`config.mk`:
```
export PLATFORM = sky130hd
export DESIGN_NAME = bqd_lane
export DESIGN_NICKNAME = d
export VERILOG_FILES = /design/src/hdl/bqd_pkg.sv /design/src/hdl/bqd_lane.sv
export SDC_FILE = /design/constraint.sdc
export NUM_CORES = 1
export LEC_CHECK = 0
export BUFFER_PORTS_ARGS = -buffer_cell sky130_fd_sc_hd__buf_2
export CORE_MARGIN = 3
export CORE_UTILIZATION = 40
export DETAILED_ROUTE_END_ITERATION = 6
export PLACE_DENSITY_LB_ADDON = 0.2
export SYNTH_ARGS = -nofsm -noshare
export SYNTH_HDL_FRONTEND = slang
export SYNTH_SLANG_ARGS = --single-unit
export TNS_END_PERCENT = 5
```
`constraint.sdc`:
```
create_clock -name clk_i -period 4.05 [get_ports clk_i]
set_clock_uncertainty 0.2 [all_clocks]
set_input_delay 0.405 -clock clk_i [delete_from_list [all_inputs] [get_ports clk_i]]
set_output_delay 0.405 -clock clk_i [all_outputs]
set_load 0.005 [all_outputs]
```
`src/hdl/bqd_pkg.sv`:
```
// ----------------------------------------------------------------------------
// bqd_pkg
// Shared widths, constants and pipeline control types for the block-scaled
// int8 dot product.
// ----------------------------------------------------------------------------
package bqd_pkg;

  localparam int unsigned Lanes     = 16;
  localparam int unsigned HalfLanes = Lanes / 2;
  localparam int unsigned ElemW     = 8;
  localparam int unsigned ProdW     = 2 * ElemW;
  localparam int unsigned DotW      = 20;
  localparam int unsigned ScaleW    = 16;
  localparam int unsigned TermW     = 36;
  localparam int unsigned AccW      = 56;
  localparam int unsigned OutW      = 48;
  localparam int unsigned FracBits  = 12;

  typedef logic signed [ProdW-1:0] prod_t;

  // control carried alongside the lane data
  typedef struct packed {
    logic              valid;
    logic              last;
    logic [ScaleW-1:0] block_scale;
    logic [ScaleW-1:0] row_scale;
  } ctl_t;

  // finished row handed to the output scaler
  typedef struct packed {
    logic              valid;
    logic [ScaleW-1:0] row_scale;
  } row_req_t;

endpackage

```
`src/hdl/bqd_lane.sv`:
```
// ----------------------------------------------------------------------------
// bqd_lane
// One lane: signed int8 by int8 multiply with a registered product.
// ----------------------------------------------------------------------------
module bqd_lane (
  input  logic                              clk_i,
  input  logic                              en_i,
  input  logic signed [bqd_pkg::ElemW-1:0]  act_i,
  input  logic signed [bqd_pkg::ElemW-1:0]  wgt_i,
  output bqd_pkg::prod_t                    prod_o
);

  localparam int unsigned ProdW = bqd_pkg::ProdW;

  bqd_pkg::prod_t prod_d, prod_q;

  assign prod_d = ProdW'(act_i) * ProdW'(wgt_i);

  always_ff @(posedge clk_i) begin
    if (en_i) begin
      prod_q <= prod_d;
    end
  end

  assign prod_o = prod_q;

endmodule

```
==> out/qor.yml <==
cp.depth: 16
clk_pin_slew_worst_paths_ns: 0.07
peakVddDrop_v: 0.000395
grt_setup_unrepaired: "true"
holdPathStages: 1
nNetsFinal: 486
syn_avg_cell_area_sq_um: 9.81
crit_buf_inv: 5
cts_buffers: 3
start_util_pct: 41.4
fillers: 728
std_cell_rows: 31
hold_viol: 0
cts-root-buf: "clkbuf_8"
place_hpwl_um: 5080
crit_slowest_cell: "fa_1"
drive_gt1_share_pct: 26.4
drc: 0
maxCapViolCount: 0
synth_top_area_share_pct: 36.4
worst_slew_pin_slew_ns: 0.366
place_congestion: 0.860
ys_ff_latch: 16
path_max_fanout: 6
coreArea_sq_um: 7290
routed_wl_um: 5840
synthCells: 308
yosys-top-cells-count: "88 x inv_1, 55 x fa_1, 43 x and2_1"
grt_max_degree: 17
ctsHoldBuffers: 0
place_inst: 477
synth_edf_count: 16
power_density_nw_per_um2: 589
syn2layout_area_growth_pct: 25.1
grt_pass1_wl_um: 10800
cts.sinks: 16
fmax_mhz: 237
end_kind: "flop"
synth_cell_types: 27
async_flop_share_pct: 0
fp.dieArea_sq_um: 8630
violations: "negative setup slack"
multi_input_area_sq_um: 2310
num_antenna_cells: 0
fin_crit_ns: 4.23
synth_warnings: 0
p_leak_nw: 1.88
drtAntennaViolNets: 0
cts_tree: "done"
drt_first_pass_iters: 4
grt_use_total_pct: 15.4
status: "complete, but fails checks"
die_h_um: 92.9
drv_slew: 0
synth_nets: 410
yosysMostFrequentCell: "inv_1"
instances_no_fill: 482
syn_area_sq_um: 3020
fin_ws_ns: -0.176
yosysTopAreaCell: "fa_1"
io_pins: 34
netlist_top_cells_area: "fa_1 36%, edfxtp_1 16%, ha_1 12%"
pre_cts_ws_ns: -0.523
path_delay_family: "adder cells"
crit_type: "primary input to flop"
drt_iter0_drc: 53
finalSetupTns_ns: -0.723
arrival_ns: 4.03
vias: 2236
antenna_found_initial: 0
worstPathCellList: "buf_8 -> and2_4 -> fa_1 -> inv_2 -> fa_1 -> inv_2 -> fa_1 -> inv_2 -> fa_1 -> inv_2 -> ha_4 -> a21o_1 -> a21oi_4 -> a21oi_2 -> o41ai_2 -> xnor2_1"
grt_overflow: 0
largest_register_ff_count: 16
avgViaCountPerCell: 4.64
final-setup-viol-count: 6
htree_levels: 1
yosysSeqAreaShare_pct: 15.9
io_buffers: 33
wl_per_cell_um: 12.1
hp-class: "primary input to flop"
slowest_delay_ns: 0.54
seqCellArea_sq_um: 480
fin_crit_sh_pct: 104
grt_pass1_vias: 2511
crit_path_start_kind: "primary input"
relSlewSlack_pct: 75.6
crit_required_ns: 3.85
die_x_um: 92.9
cts_buffer_depth: 2
ys.flop_type: "edfxtp_1"
## where the power goes
group / internal [mW] / leakage (nW) / switching, mW
clock: 0.0672 / 0.0231 / 0.0549
sequential: 0.327 / 0.156 / 0.0143
combinational: 0.907 / 1.70 / 0.859
total: 1.30 / 1.88 / 0.928
## cell usage in the layout, fill, tap and decap left out, types with 2 or more instances in the layout
master    instances
inv_1            82
fa_1             54
buf_4            43
and2_1           39
buf_2            24
ha_1             23
edfxtp_1         16
nand2_1          15
xnor2_1          11
nor2_1            8
a21oi_1           7
nor2b_1           6
inv_2             6
and2_4            4
ha_4              4
xor2_1            3
clkbuf_8          3
buf_6             3
nor2b_2           2
o21a_1            2
o21ai_0           2
nand3_1           2
a21o_1            2
nand4_1           2
nor3_1            2
ha_2              2
## cells by family after synthesis
| group | count (synthesis) | share of synthesized area (%) |
|---|---|---|
| mux | 1 | 0.373 |
| simple gates | 84 | 15.6 |
| xor+xnor | 14 | 4.06 |
| buf+inv | 88 | 10.9 |
| compound gates | 21 | 4.72 |
| fa+ha+maj | 84 | 48.4 |
| flops | 16 | 15.9 |
## routing by layer
metal  track usage [%]  vias up  routed length [um]  share of wire (%)
met5                 0        -                   0                  0
met3              1.62        8                 122                2.1
met1              18.7     1129                2450                 42
met2              29.8       27                3210                 55
li1                  -     1072                   -                  -
met4              2.32        0                  67                1.1
## worst paths after layout
path     start                   end  slack [ns]
max   wgt_i[2]  prod_o[15]$_DFFE_PP_       -0.18
min       en_i   prod_o[9]$_DFFE_PP_        0.39
## metrics by stage
step	total power [mW]	instance area (sq um)	utilization (%)	hold WS, ns
3_5_place_dp	1.99	3600	49.4	0.599
2_1_floorplan	1.47	3040	-	0.317
5_1_grt	2.54	3780	51.9	0.398
4_1_cts	2.17	3720	51.0	0.388
6_report	2.23	3780	51.9	0.391
3_3_place_gp	1.96	3600	49.4	0.598
## layout make-up
type | count | area share, %
Tap cell | 99 | 3.28
Inverter | 88 | 8.74
Sequential cell | 16 | 12.7
Clock buffer | 3 | 1.09
Clock inverter | 1 | 0.0993
Multi-Input combinational cell | 204 | 61.1
Timing Repair Buffer | 71 | 13.0
## timing repair
action,4_1_cts,5_1_grt
hold endpoints to repair,0,0
pin swaps,16,18
endpoints found under the setup margin,7,7
resized for setup,24,12
buffers inserted,0,1
Note: power is estimated with default switching activity, not from simulation.
