$ cat config.mk
export PLATFORM = sky130hd
export DESIGN_NAME = bqd_merge
export DESIGN_NICKNAME = d
export VERILOG_FILES = /design/src/hdl/bqd_pkg.sv /design/src/hdl/bqd_merge.sv
export SDC_FILE = /design/constraint.sdc
export NUM_CORES = 2
export LEC_CHECK = 0
export BUFFER_PORTS_ARGS = -buffer_cell sky130_fd_sc_hd__buf_2
export CAP_MARGIN = 10
export CORE_ASPECT_RATIO = 1.25
export CORE_MARGIN = 4
export CORE_UTILIZATION = 56
export DETAILED_ROUTE_END_ITERATION = 7
export HOLD_SLACK_MARGIN = 0.05
export PLACE_DENSITY = 0.87
export SYNTH_ARGS = -nofsm -noshare
export SYNTH_HDL_FRONTEND = slang
export SYNTH_SLANG_ARGS = --single-unit
export TNS_END_PERCENT = 30
$ cat constraint.sdc
create_clock -name clk_i -period 18.4 [get_ports clk_i]
set_clock_uncertainty 0.1 [all_clocks]
set_input_delay 3.68 -clock clk_i [delete_from_list [all_inputs] [get_ports clk_i]]
set_output_delay 3.68 -clock clk_i [all_outputs]
set_load 0.05 [all_outputs]
$ cat src/hdl/bqd_pkg.sv
// ----------------------------------------------------------------------------
// bqd_pkg
// Shared widths, constants and pipeline control types for the block-scaled
// int8 dot product.
// ----------------------------------------------------------------------------
package bqd_pkg;

  localparam int unsigned Lanes     = 16;
  localparam int unsigned HalfLanes = Lanes / 2;
  localparam int unsigned ElemW     = 8;
  localparam int unsigned ProdW     = 2 * ElemW;
  localparam int unsigned DotW      = 20;
  localparam int unsigned ScaleW    = 16;
  localparam int unsigned TermW     = 36;
  localparam int unsigned AccW      = 56;
  localparam int unsigned OutW      = 48;
  localparam int unsigned FracBits  = 12;

  typedef logic signed [ProdW-1:0] prod_t;

  // control carried alongside the lane data
  typedef struct packed {
    logic              valid;
    logic              last;
    logic [ScaleW-1:0] block_scale;
    logic [ScaleW-1:0] row_scale;
  } ctl_t;

  // finished row handed to the output scaler
  typedef struct packed {
    logic              valid;
    logic [ScaleW-1:0] row_scale;
  } row_req_t;

endpackage

$ cat src/hdl/bqd_merge.sv
// ----------------------------------------------------------------------------
// bqd_merge
// Merges the lane products: adder tree, block scale multiply and the row
// accumulator with 56-bit saturation.
// ----------------------------------------------------------------------------
module bqd_merge (
  input  logic                                clk_i,
  input  logic                                rst_ni,
  input  logic                                en_i,
  input  bqd_pkg::prod_t                      prod_i [bqd_pkg::Lanes],
  input  bqd_pkg::ctl_t                       ctl_i,
  output bqd_pkg::row_req_t                   row_o,
  output logic signed [bqd_pkg::AccW-1:0]     acc_o
);

  localparam int unsigned AccW  = bqd_pkg::AccW;
  localparam int unsigned DotW  = bqd_pkg::DotW;
  localparam int unsigned TermW = bqd_pkg::TermW;

  logic signed [DotW-1:0]  sum2 [bqd_pkg::HalfLanes];
  logic signed [DotW-1:0]  sum4 [bqd_pkg::HalfLanes/2];
  logic signed [DotW-1:0]  sum8 [bqd_pkg::HalfLanes/4];
  logic signed [DotW-1:0]  dot_d, dot_q;
  logic signed [TermW:0]   term_full;
  logic signed [TermW-1:0] term_q;
  logic signed [AccW:0]    acc_sum;
  logic signed [AccW-1:0]  acc_sat, acc_d, acc_q, fin_acc_q;
  bqd_pkg::ctl_t           ctl2_q, ctl3_q;
  bqd_pkg::row_req_t       row_d, row_q;

  // balanced adder tree over the lanes
  always_comb begin
    for (int i = 0; i < bqd_pkg::HalfLanes; i++) begin
      sum2[i] = DotW'(prod_i[2*i]) + DotW'(prod_i[2*i+1]);
    end
    for (int i = 0; i < bqd_pkg::HalfLanes / 2; i++) begin
      sum4[i] = sum2[2*i] + sum2[2*i+1];
    end
    for (int i = 0; i < bqd_pkg::HalfLanes / 4; i++) begin
      sum8[i] = sum4[2*i] + sum4[2*i+1];
    end
    dot_d = sum8[0] + sum8[1];
  end

  assign term_full = (TermW+1)'(dot_q) * (TermW+1)'($signed({1'b0, ctl2_q.block_scale}));

  // accumulate and clip at the signed 56-bit limits
  always_comb begin
    acc_sum = {acc_q[AccW-1], acc_q} + (AccW+1)'(term_q);
    if (acc_sum[AccW] != acc_sum[AccW-1]) begin
      acc_sat = acc_sum[AccW] ? {1'b1, {(AccW-1){1'b0}}} : {1'b0, {(AccW-1){1'b1}}};
    end else begin
      acc_sat = acc_sum[AccW-1:0];
    end
    acc_d = acc_q;
    if (ctl3_q.valid) begin
      acc_d = ctl3_q.last ? '0 : acc_sat;
    end
    row_d.valid     = ctl3_q.valid && ctl3_q.last;
    row_d.row_scale = ctl3_q.row_scale;
  end

  always_ff @(posedge clk_i or negedge rst_ni) begin
    if (!rst_ni) begin
      ctl2_q <= '0;
      ctl3_q <= '0;
      row_q  <= '0;
      acc_q  <= '0;
    end else if (en_i) begin
      ctl2_q <= ctl_i;
      ctl3_q <= ctl2_q;
      row_q  <= row_d;
      acc_q  <= acc_d;
    end
  end

  always_ff @(posedge clk_i) begin
    if (en_i) begin
      dot_q     <= dot_d;
      term_q    <= term_full[TermW-1:0];
      fin_acc_q <= acc_sat;
    end
  end

  assign row_o = row_q;
  assign acc_o = fin_acc_q;

endmodule

==> impl_metrics.yaml <==
grt:
  grt_pass1_vias: 24400
  antenna_found_initial: 8
  grt_pass1_wl_um: 118000
  track_usage_pct: 24.4
  overflow: 0
  grt_max_degree: 89
cts:
  cts_root_buffer: "clkbuf_16"
  clock-sinks: 237
  clk_pin_slew_ns: 0.06
  numCtsBuffers: 26
  cts_resized: 0
  cts_setup_buffers: 0
  cts_tree: "yes"
  htreeDepth: 1
  cts_hold_buf: 0
  clk_path_buf_depth: 3
  insertion_delay_ns: 0.57
setup_path:
  path_cells: "buf_2, fa_1, inv_1, fa_1, inv_1, fa_1, fa_1, fa_1, inv_1, fa_1, inv_1, ha_1, fa_1, a21o_1, a21oi_1, nor2b_1, o21a_1, nor3_1, o31ai_1, o41ai_1, o2111ai_1, a21oi_1, xnor2_1"
  endpoint_kind: "flip-flop"
  slowest_delay_ns: 0.62
  crit_arrival_ns: 9.94
  path_max_fanout: 3
  crit_slowest_cell: "o41ai_1"
  worst_path_most_repeated_cell: "fa_1"
  cp.required_ns: 18.61
  worstSetupStartpointType: "primary input"
  cp_num_buf_inv: 5
  critPathTopFamily: "adder cells"
  critPathKind: "in2reg"
synthesis:
  synth_cell_types: 82
  ys.flop_type: "dfrtp_1"
  synth-edff-count: 112
  yosys_warnings: 0
  syn_area_sq_mm: 0.0307
  syn-instance-count: 3071
  ys_async_sr_fraction_pct: 52.7
  synth_top_cell_by_area: "fa_1"
  yosys-top-cells-area: "fa_1 (36%), edfxtp_1 (11%), dfrtp_1 (10%)"
  ys_seq_elements: 237
  yosysSeqAreaShare_pct: 21.1
  synth_common_cells: "inv_1 (770), fa_1 (549), nand2_1 (304)"
  synth_nets: 4084
  yosys.area.top_type_share_pct: 35.8
  yosysMostFrequentCell: "inv_1"
  avgSynthCellArea_sq_um: 10.0
detailed_routing:
  drtIter0Drc: 1220
  vias: 22000
  vias_per_cell: 5.34
  dr.pass1.iters: 5
  antenna_left: 0
  wl_um: 70200
  remaining_drc_errors: 0
  wl_per_cell_um: 17.1
sta:
  worstMarginPinSlew_ns: 1.04
  period_share_pct: 52.9
  setup_viol: 0
  tns_ns: 0
  hold-worst-slack_ns: 0.399
  worst_slack_ns: 8.67
  rsz0062_at_grt: "no"
  relSlewSlack_pct: 30.6
  fmax_ghz: 0.103
  timing.final.hold_violations: 0
  layout_min_cycle_time_ns: 9.73
  finalMaxSlewViolations: 0
placed_design:
  hpwl_um: 57500
  place.gp.congestion: 0.937
  dp_slack_ns: 8.06
  port_buffers: 365
job:
  drv_cap: 0
status:
  status: "finished clean"
floorplanning:
  die_y_um: 270
  initial_core_util_pct: 56.9
  fp.dieW_um: 217
  die_area_sq_mm: 0.0587
  rows: 95
  core_sq_mm: 0.0540
  boundaryPins: 366
finish:
  syn2layout_area_growth_pct: 10.3
  fill_cells: 4249
  drive_above_1_share_pct: 16.1
  nets: 4371
min_path:
  hold_path.class: "reg2reg"
-- through the flow --
| step | cells | util, % | cell area [sq um] |
|---|---|---|---|
| 2_1_floorplan | 3071 | - | 30700 |
| 3_3_place_gp | 4057 | 61.1 | 33000 |
| 3_5_place_dp | 4057 | 61.1 | 33000 |
| 4_1_cts | 4104 | 62.7 | 33900 |
| 5_1_grt | 4110 | 62.8 | 33900 |
| 6_report | 4110 | 62.8 | 33900 |
-- routing by layer --
layer / GRT usage, % / share of wire (%)
met2: 45.5 / 54
met5: 0 / 0.010
met4: 7.99 / 3.4
met3: 3.17 / 5.5
met1: 28.9 / 37
-- flip-flops by register name, summed over array words and instances (netlist names) --
name	cells
row_o	17
ctl3_q	18
acc_o	56
dot_q	20
ctl2_q	34
term_q	36
acc_q	56
-- cell type report --
class                           instances  area, sq um  area share (%)
Timing Repair Buffer                  374         1900            5.62
Antenna cell                            6         15.0          0.0443
Sequential cell                       237         6490            19.2
Tap cell                              727          910            2.69
Clock inverter                         15          129           0.380
Multi-Input combinational cell       1949        20800            61.4
Inverter                              770         2890            8.53
Clock buffer                           32          737            2.18
-- tightest hold or removal path, stage by stage, from the launching register on --
cell and delay (ns):
dfrtp_1 0.35, nand2_1 0.07, o211ai_2 0.05
-- kinds of logic (layout without fill, tap and decap cells) --
group | after synthesis | count (layout) | share of synthesized area [%]
AND/OR/NAND/NOR | 634 | 634 | 9.79
adder cells (fa/ha/maj) | 720 | 720 | 42.8
XOR/XNOR | 102 | 102 | 2.91
multiplexers | 75 | 75 | 2.82
other | 0 | 6 | 0
AO/OA/AOI/OAI | 418 | 418 | 9.46
flip-flops | 237 | 237 | 21.1
buffers and inverters | 885 | 1191 | 11.1
-- final timing paths --
path,endpoint,slack (ns),cells past startpoint,startpoint
min in group asynchronous,ctl3_q[4],3.12,1,rst_ni
worst max-delay path,dot_q[18],8.67,23,prod_i[98]
worst min-delay path,acc_q[35],0.40,2,acc_q[35]
max in group asynchronous,ctl2_q[19],13.69,2,rst_ni
worst max register to register,term_q[35],10.85,21,ctl2_q[18]
worst min register to register,acc_q[35],0.40,2,acc_q[35]
-- cells in the final DEF, fill, tap and decap left out, types with 77 or more instances in the layout --
| cell type | netlist | routed |
|---|---|---|
| a21oi_1 | 87 | 87 |
| inv_1 | 770 | 770 |
| dfrtp_1 | 125 | 125 |
| o21ai_0 | 101 | 101 |
| nand2_1 | 304 | 303 |
| fa_1 | 549 | 549 |
| edfxtp_1 | 112 | 112 |
| buf_2 | 10 | 363 |
| ha_1 | 171 | 171 |
| nor2_1 | 77 | 77 |
| and2_1 | 135 | 135 |
Power is not shown: default switching activity piles up to over one toggle a cycle in this logic, so the estimate is an artifact.
