==> src/hdl/bqd_pkg.sv <==
// ----------------------------------------------------------------------------
// bqd_pkg
// Shared widths, constants and pipeline control types for the block-scaled
// int8 dot product.
// ----------------------------------------------------------------------------
package bqd_pkg;

  localparam int unsigned Lanes     = 16;
  localparam int unsigned HalfLanes = Lanes / 2;
  localparam int unsigned ElemW     = 8;
  localparam int unsigned ProdW     = 2 * ElemW;
  localparam int unsigned DotW      = 20;
  localparam int unsigned ScaleW    = 16;
  localparam int unsigned TermW     = 36;
  localparam int unsigned AccW      = 56;
  localparam int unsigned OutW      = 48;
  localparam int unsigned FracBits  = 12;

  typedef logic signed [ProdW-1:0] prod_t;

  // control carried alongside the lane data
  typedef struct packed {
    logic              valid;
    logic              last;
    logic [ScaleW-1:0] block_scale;
    logic [ScaleW-1:0] row_scale;
  } ctl_t;

  // finished row handed to the output scaler
  typedef struct packed {
    logic              valid;
    logic [ScaleW-1:0] row_scale;
  } row_req_t;

endpackage

==> src/hdl/bqd_scale.sv <==
// ----------------------------------------------------------------------------
// bqd_scale
// Row scale: magnitude times Q4.12 scale, round half away from zero,
// saturate to 48 bits, and hold the result in the output register.
// ----------------------------------------------------------------------------
module bqd_scale (
  input  logic                               clk_i,
  input  logic                               rst_ni,
  input  logic                               en_i,
  input  bqd_pkg::row_req_t                  row_i,
  input  logic signed [bqd_pkg::AccW-1:0]    acc_i,
  output logic                               out_valid_o,
  output logic signed [bqd_pkg::OutW-1:0]    dot_result_o,
  output logic                               saturated_o
);

  localparam int unsigned AccW   = bqd_pkg::AccW;
  localparam int unsigned OutW   = bqd_pkg::OutW;
  localparam int unsigned Frac   = bqd_pkg::FracBits;
  localparam int unsigned ScaleW = bqd_pkg::ScaleW;
  localparam int unsigned HiW    = AccW - Frac;
  localparam int unsigned HiPW   = HiW + ScaleW;
  localparam int unsigned LoPW   = Frac + ScaleW;
  localparam int unsigned ResW   = HiPW + 1;

  logic [AccW-1:0]  mag;
  logic [HiPW-1:0]  hi_prod_q;
  logic [LoPW-1:0]  lo_prod_q;
  logic             neg_q, valid5_q;
  logic [LoPW:0]    lo_round;
  logic [ResW-1:0]  res;
  logic [OutW-1:0]  lim, res_clip;
  logic             sat_d;
  logic             out_valid_q;
  logic signed [OutW-1:0] dot_q;
  logic             sat_q;

  assign mag = acc_i[AccW-1] ? AccW'(-acc_i) : AccW'(acc_i);

  always_ff @(posedge clk_i or negedge rst_ni) begin
    if (!rst_ni) begin
      valid5_q    <= 1'b0;
      out_valid_q <= 1'b0;
    end else if (en_i) begin
      valid5_q    <= row_i.valid;
      out_valid_q <= valid5_q;
    end
  end

  always_ff @(posedge clk_i) begin
    if (en_i) begin
      hi_prod_q <= HiPW'(mag[AccW-1:Frac]) * HiPW'(row_i.row_scale);
      lo_prod_q <= LoPW'(mag[Frac-1:0]) * LoPW'(row_i.row_scale);
      neg_q     <= acc_i[AccW-1];
    end
  end

  // ties go away from zero since rounding is done on the magnitude
  always_comb begin
    lo_round = (LoPW+1)'(lo_prod_q) + (LoPW+1)'(1 << (Frac - 1));
    res      = ResW'(hi_prod_q) + ResW'(lo_round >> Frac);
    lim      = neg_q ? {1'b1, {(OutW-1){1'b0}}} : {1'b0, {(OutW-1){1'b1}}};
    sat_d    = res > ResW'(lim);
    res_clip = sat_d ? lim : res[OutW-1:0];
  end

  always_ff @(posedge clk_i) begin
    if (en_i && valid5_q) begin
      dot_q <= neg_q ? $signed(-res_clip) : $signed(res_clip);
      sat_q <= sat_d;
    end
  end

  assign out_valid_o  = out_valid_q;
  assign dot_result_o = dot_q;
  assign saturated_o  = sat_q;

endmodule
==> config.mk <==
export PLATFORM = sky130hd
export DESIGN_NAME = bqd_scale
export DESIGN_NICKNAME = d
export VERILOG_FILES = /design/src/hdl/bqd_pkg.sv /design/src/hdl/bqd_scale.sv
export SDC_FILE = /design/constraint.sdc
export NUM_CORES = 2
export LEC_CHECK = 0
export ABC_AREA = 1
export BUFFER_PORTS_ARGS = -buffer_cell sky130_fd_sc_hd__buf_2
export CAP_MARGIN = 25
export CORE_MARGIN = 1
export CORE_UTILIZATION = 65
export CTS_CLUSTER_DIAMETER = 60
export DETAILED_ROUTE_END_ITERATION = 6
export PLACE_DENSITY = 0.8
export SYNTH_ARGS = -nofsm -noshare
export SYNTH_HDL_FRONTEND = slang
export SYNTH_SLANG_ARGS = --single-unit
==> constraint.sdc <==
create_clock -name clk_i -period 13.1 [get_ports clk_i]
set_clock_uncertainty 0.15 [all_clocks]
set_input_delay 1.31 -clock clk_i [delete_from_list [all_inputs] [get_ports clk_i]]
set_output_delay 1.31 -clock clk_i [all_outputs]
set_load 0.02 [all_outputs]
==> PnR_summary.wiki <==
{| class="wikitable"
! Metric !! Value
|-
| Number of flops mapped to enable cells by yosys || around 130
|-
| Net count reported at finish || around 6300
|-
| Starting DRT DRC Count || 3189
|-
| Fill cells || 5029
|-
| Cell type with the largest total area after synthesis || sky130_fd_sc_hd__fa_1
|-
| Top library cells by usage in the layout, fill and taps aside || sky130_fd_sc_hd__nand2_1 (1270), sky130_fd_sc_hd__inv_1 (1143), sky130_fd_sc_hd__fa_1 (726)
|-
| FFs w/ async S/R, synth || roughly 1.6%
|-
| Area share of the largest cell type after synthesis || 36.9%
|-
| CTS root buffer || sky130_fd_sc_hd__clkbuf_16
|-
| FF+latch count, synth || ~130
|-
| Total count of hold-check failures in the final report || 0
|-
| Cell with the largest stage delay on the worst path || sky130_fd_sc_hd__a21boi_0
|-
| CTS tree || built
|-
| Multi-input combinational cell area || a little over 0.03 mm²
|-
| Fraction of layout cells with a size suffix above 1 || 5.84%
|-
| Relative area change from synthesis to final layout || 4.53%
|-
| Setup violators final || 0
|-
| Antenna violations before repair || 1
|-
| Cell area after synthesis || 0.0394 mm²
|-
| Crit Path Class || in -> reg
|-
| Count of cells resized by post-cts repair || 0
|-
| Clock H-tree levels || 4
|-
| Number of clock buffers inserted by TritonCTS || 17
|-
| CP Data Required Time || 13.14 ns
|-
| Clock transition at the registers of the reported paths || 0.06 ns
|-
| Total wire length after detailed routing || about 120000 µm
|-
| Max_cap viols || 0
|-
| Largest net degree at the start of global routing || 96
|-
| Syn nets || between 6000 and 7000
|-
| Detailed placer's ending HPWL || ~100000 µm
|-
| Fin crit share || ~84%
|-
| Total gr overflow || 0
|-
| Detail-routed net length per standard cell || between 20 and 25 µm
|-
| Portion of the post-synthesis area used by sequential elements || 9.82%
|-
| Via count of the first global-routing pass || roughly 36000
|-
| Worst rel slew slack || 30.0%
|-
| Overall global routing resource usage || about 41%
|-
| Std cell rows || 89
|-
| FF+latch area || between 0.003 and 0.004 mm²
|-
| Kind of start point of the critical path || input pin
|-
| Clock insertion delay at the later pin of the skew report || 0.45 ns
|-
| Sink count of the clock tree || 129
|-
| Area of the die || a little over 0.06 mm²
|-
| Highest attainable clock frequency || a little over 90 MHz
|-
| Die Y || around 250 µm
|-
| Instance count of the mapped netlist || around 5200
|-
| Count of yosys warnings during synthesis || 0
|-
| Top FF cell, synth || sky130_fd_sc_hd__edfxtp_1
|-
| First-pass DRT Iterations || 6
|-
| Largest fanout on the critical path || 17
|-
| Total via count after detailed routing || roughly 35000
|-
| Sum of negative setup slack || 0 ns
|-
| Mean instance size in the synthesized netlist || 7.55 µm²
|-
| Core outline area || between 0.05 and 0.06 mm²
|-
| Cell seen most often among critical-path stages || sky130_fd_sc_hd__inv_1
|-
| DRT antenna net count || 0
|-
| Number of buffers inserted for hold repair after clock tree synthesis || 0
|-
| CP Data Arrival Time || ~11 ns
|-
| Slowest Stage Delay on Critical Path || roughly 0.73 ns
|-
| Number of setup buffers added after CTS || 0
|-
| Last weighted congestion value of the routability-driven placer || between 1 and 1.5
|-
| Clock period minus final worst setup slack || approximately 11 ns
|-
| Non-Filler Cell Area, Final || around 0.041 mm²
|-
| Most common cell after layout, fill and taps aside || sky130_fd_sc_hd__nand2_1
|-
| HP Class || reg -> reg
|-
| Placed instance area || just over 0.04 mm²
|-
| Largest cells by area after synthesis || sky130_fd_sc_hd__fa_1 (37%), sky130_fd_sc_hd__nand2_1 (12%), sky130_fd_sc_hd__inv_1 (11%)
|-
| Run status || finished, final reports clean
|-
| Port Buffer Count || roughly 130
|-
| Wire length of the first global-routing pass || between 150000 and 200000 µm
|-
| Die width || between 200 and 250 µm
|-
| Post-synthesis cell type count || 56
|-
| Buffer depth of the longest clock path || 2
|-
| Number of top-level pins || ~130
|-
| Min Hold Slack || between 0.3 and 0.4 ns
|-
| Setup repair after global routing missed its margin || false
|-
| Starting Density || between 60% and 70%
|-
| Post-detailed-route via-to-cell ratio || just under 6
|-
| Fin. max-slew vios || 0
|-
| N_diodes || 0
|-
| Count of unresolved DRC violations after routing || 0
|-
| Element type at the critical path end || flop
|-
| Worst slew pin tran || between 1 and 1.5 ns
|}
-- worst max-delay path, delay by kind of cell --
kind	cells	cell delay, ns
AO/OA/AOI/OAI	8	2.22
XOR/XNOR	2	0.82
adder cells (fa/ha/maj)	8	3.51
buffers and inverters	11	1.56
AND/OR/NAND/NOR	8	1.60
-- final timing paths --
check	start	to	slack, ns	cells past startpoint
max	acc_i[0]	hi_prod_q[57]	2.11	37
min	valid5_q	valid5_q	0.36	1
max reg2reg	lo_prod_q[12]	dot_result_o[12]	5.02	42
min reg2reg	valid5_q	valid5_q	0.36	1
max in group asynchronous	rst_ni	out_valid_o	12.22	1
min in group asynchronous	rst_ni	out_valid_o	0.48	1
-- metrics by stage --
| step | instances | util (%) | setup WS [ns] |
|---|---|---|---|
| CTS | 6016 | 69.1 | 2.28 |
| global placement | 5984 | 68.2 | 1.89 |
| detailed placement | 5984 | 68.2 | 1.82 |
| global route | 6017 | 69.2 | 1.51 |
| floorplan | 5212 | - | 3.47 |
| finish | 6017 | 69.2 | 2.11 |
-- kinds of logic after synthesis --
logic type	synth area share (%)
simple gates	23.9
buf+inv	12.9
fa+ha+maj	45.3
compound gates	4.69
xor+xnor	3.38
flops	9.82
mux	0.0858
-- flip-flops by register name (all words and copies together) (netlist names) --
name / cells
hi_prod_q: 60
dot_result_o: 48
lo_prod_q: 17
neg_q: 1
out_valid_o: 1
saturated_o: 1
valid5_q: 1
-- area by class of cell --
| class | count | share of cell area [%] |
|---|---|---|
| inverter | 1174 | 10.7 |
| clock buffer | 17 | 1.03 |
| multi-input combinational | 3751 | 74.0 |
| timing repair buffer | 158 | 2.16 |
| tap | 773 | 2.35 |
| sequential | 129 | 9.39 |
| clock inverter | 15 | 0.353 |
-- cells in the mapped netlist, types with 3 or more instances --
master / count
sky130_fd_sc_hd__nor3_2: 5
sky130_fd_sc_hd__clkbuf_1: 133
sky130_fd_sc_hd__ha_1: 262
sky130_fd_sc_hd__a221oi_1: 3
sky130_fd_sc_hd__nor2_2: 28
sky130_fd_sc_hd__o21a_1: 8
sky130_fd_sc_hd__or2_2: 15
sky130_fd_sc_hd__o21bai_1: 7
sky130_fd_sc_hd__a31oi_1: 29
sky130_fd_sc_hd__nand3_1: 163
sky130_fd_sc_hd__inv_1: 1145
sky130_fd_sc_hd__nand2_1: 1270
sky130_fd_sc_hd__fa_1: 726
sky130_fd_sc_hd__nand2_2: 26
sky130_fd_sc_hd__buf_1: 6
sky130_fd_sc_hd__o211ai_1: 8
sky130_fd_sc_hd__nor3_1: 46
sky130_fd_sc_hd__buf_6: 7
sky130_fd_sc_hd__a211oi_1: 5
sky130_fd_sc_hd__nand4_1: 40
sky130_fd_sc_hd__buf_2: 10
sky130_fd_sc_hd__a21oi_1: 148
sky130_fd_sc_hd__o21ai_1: 15
sky130_fd_sc_hd__nor2_1: 624
sky130_fd_sc_hd__a21boi_0: 5
sky130_fd_sc_hd__nand3b_1: 12
sky130_fd_sc_hd__edfxtp_1: 127
sky130_fd_sc_hd__xor2_1: 101
sky130_fd_sc_hd__nand2_4: 7
sky130_fd_sc_hd__o21ai_0: 84
sky130_fd_sc_hd__nor2_4: 4
sky130_fd_sc_hd__xnor2_1: 51
sky130_fd_sc_hd__nor4_1: 20
sky130_fd_sc_hd__clkinv_1: 17
sky130_fd_sc_hd__o221ai_1: 7
sky130_fd_sc_hd__nand3_2: 7
sky130_fd_sc_hd__inv_2: 12
sky130_fd_sc_hd__mux2_2: 3
-- layer usage --
layer	GRT usage (%)	up-vias	wire length (µm)
li1	-	15600	-
met1	50.6	16800	43800
met2	66.7	2148	55100
met3	9.07	584	13300
met4	25.9	2	9150
met5	0	-	12
Power is left out: the tool's default activity adds up to more than one toggle a clock period on the data nets, which glitch-free logic cannot reach.
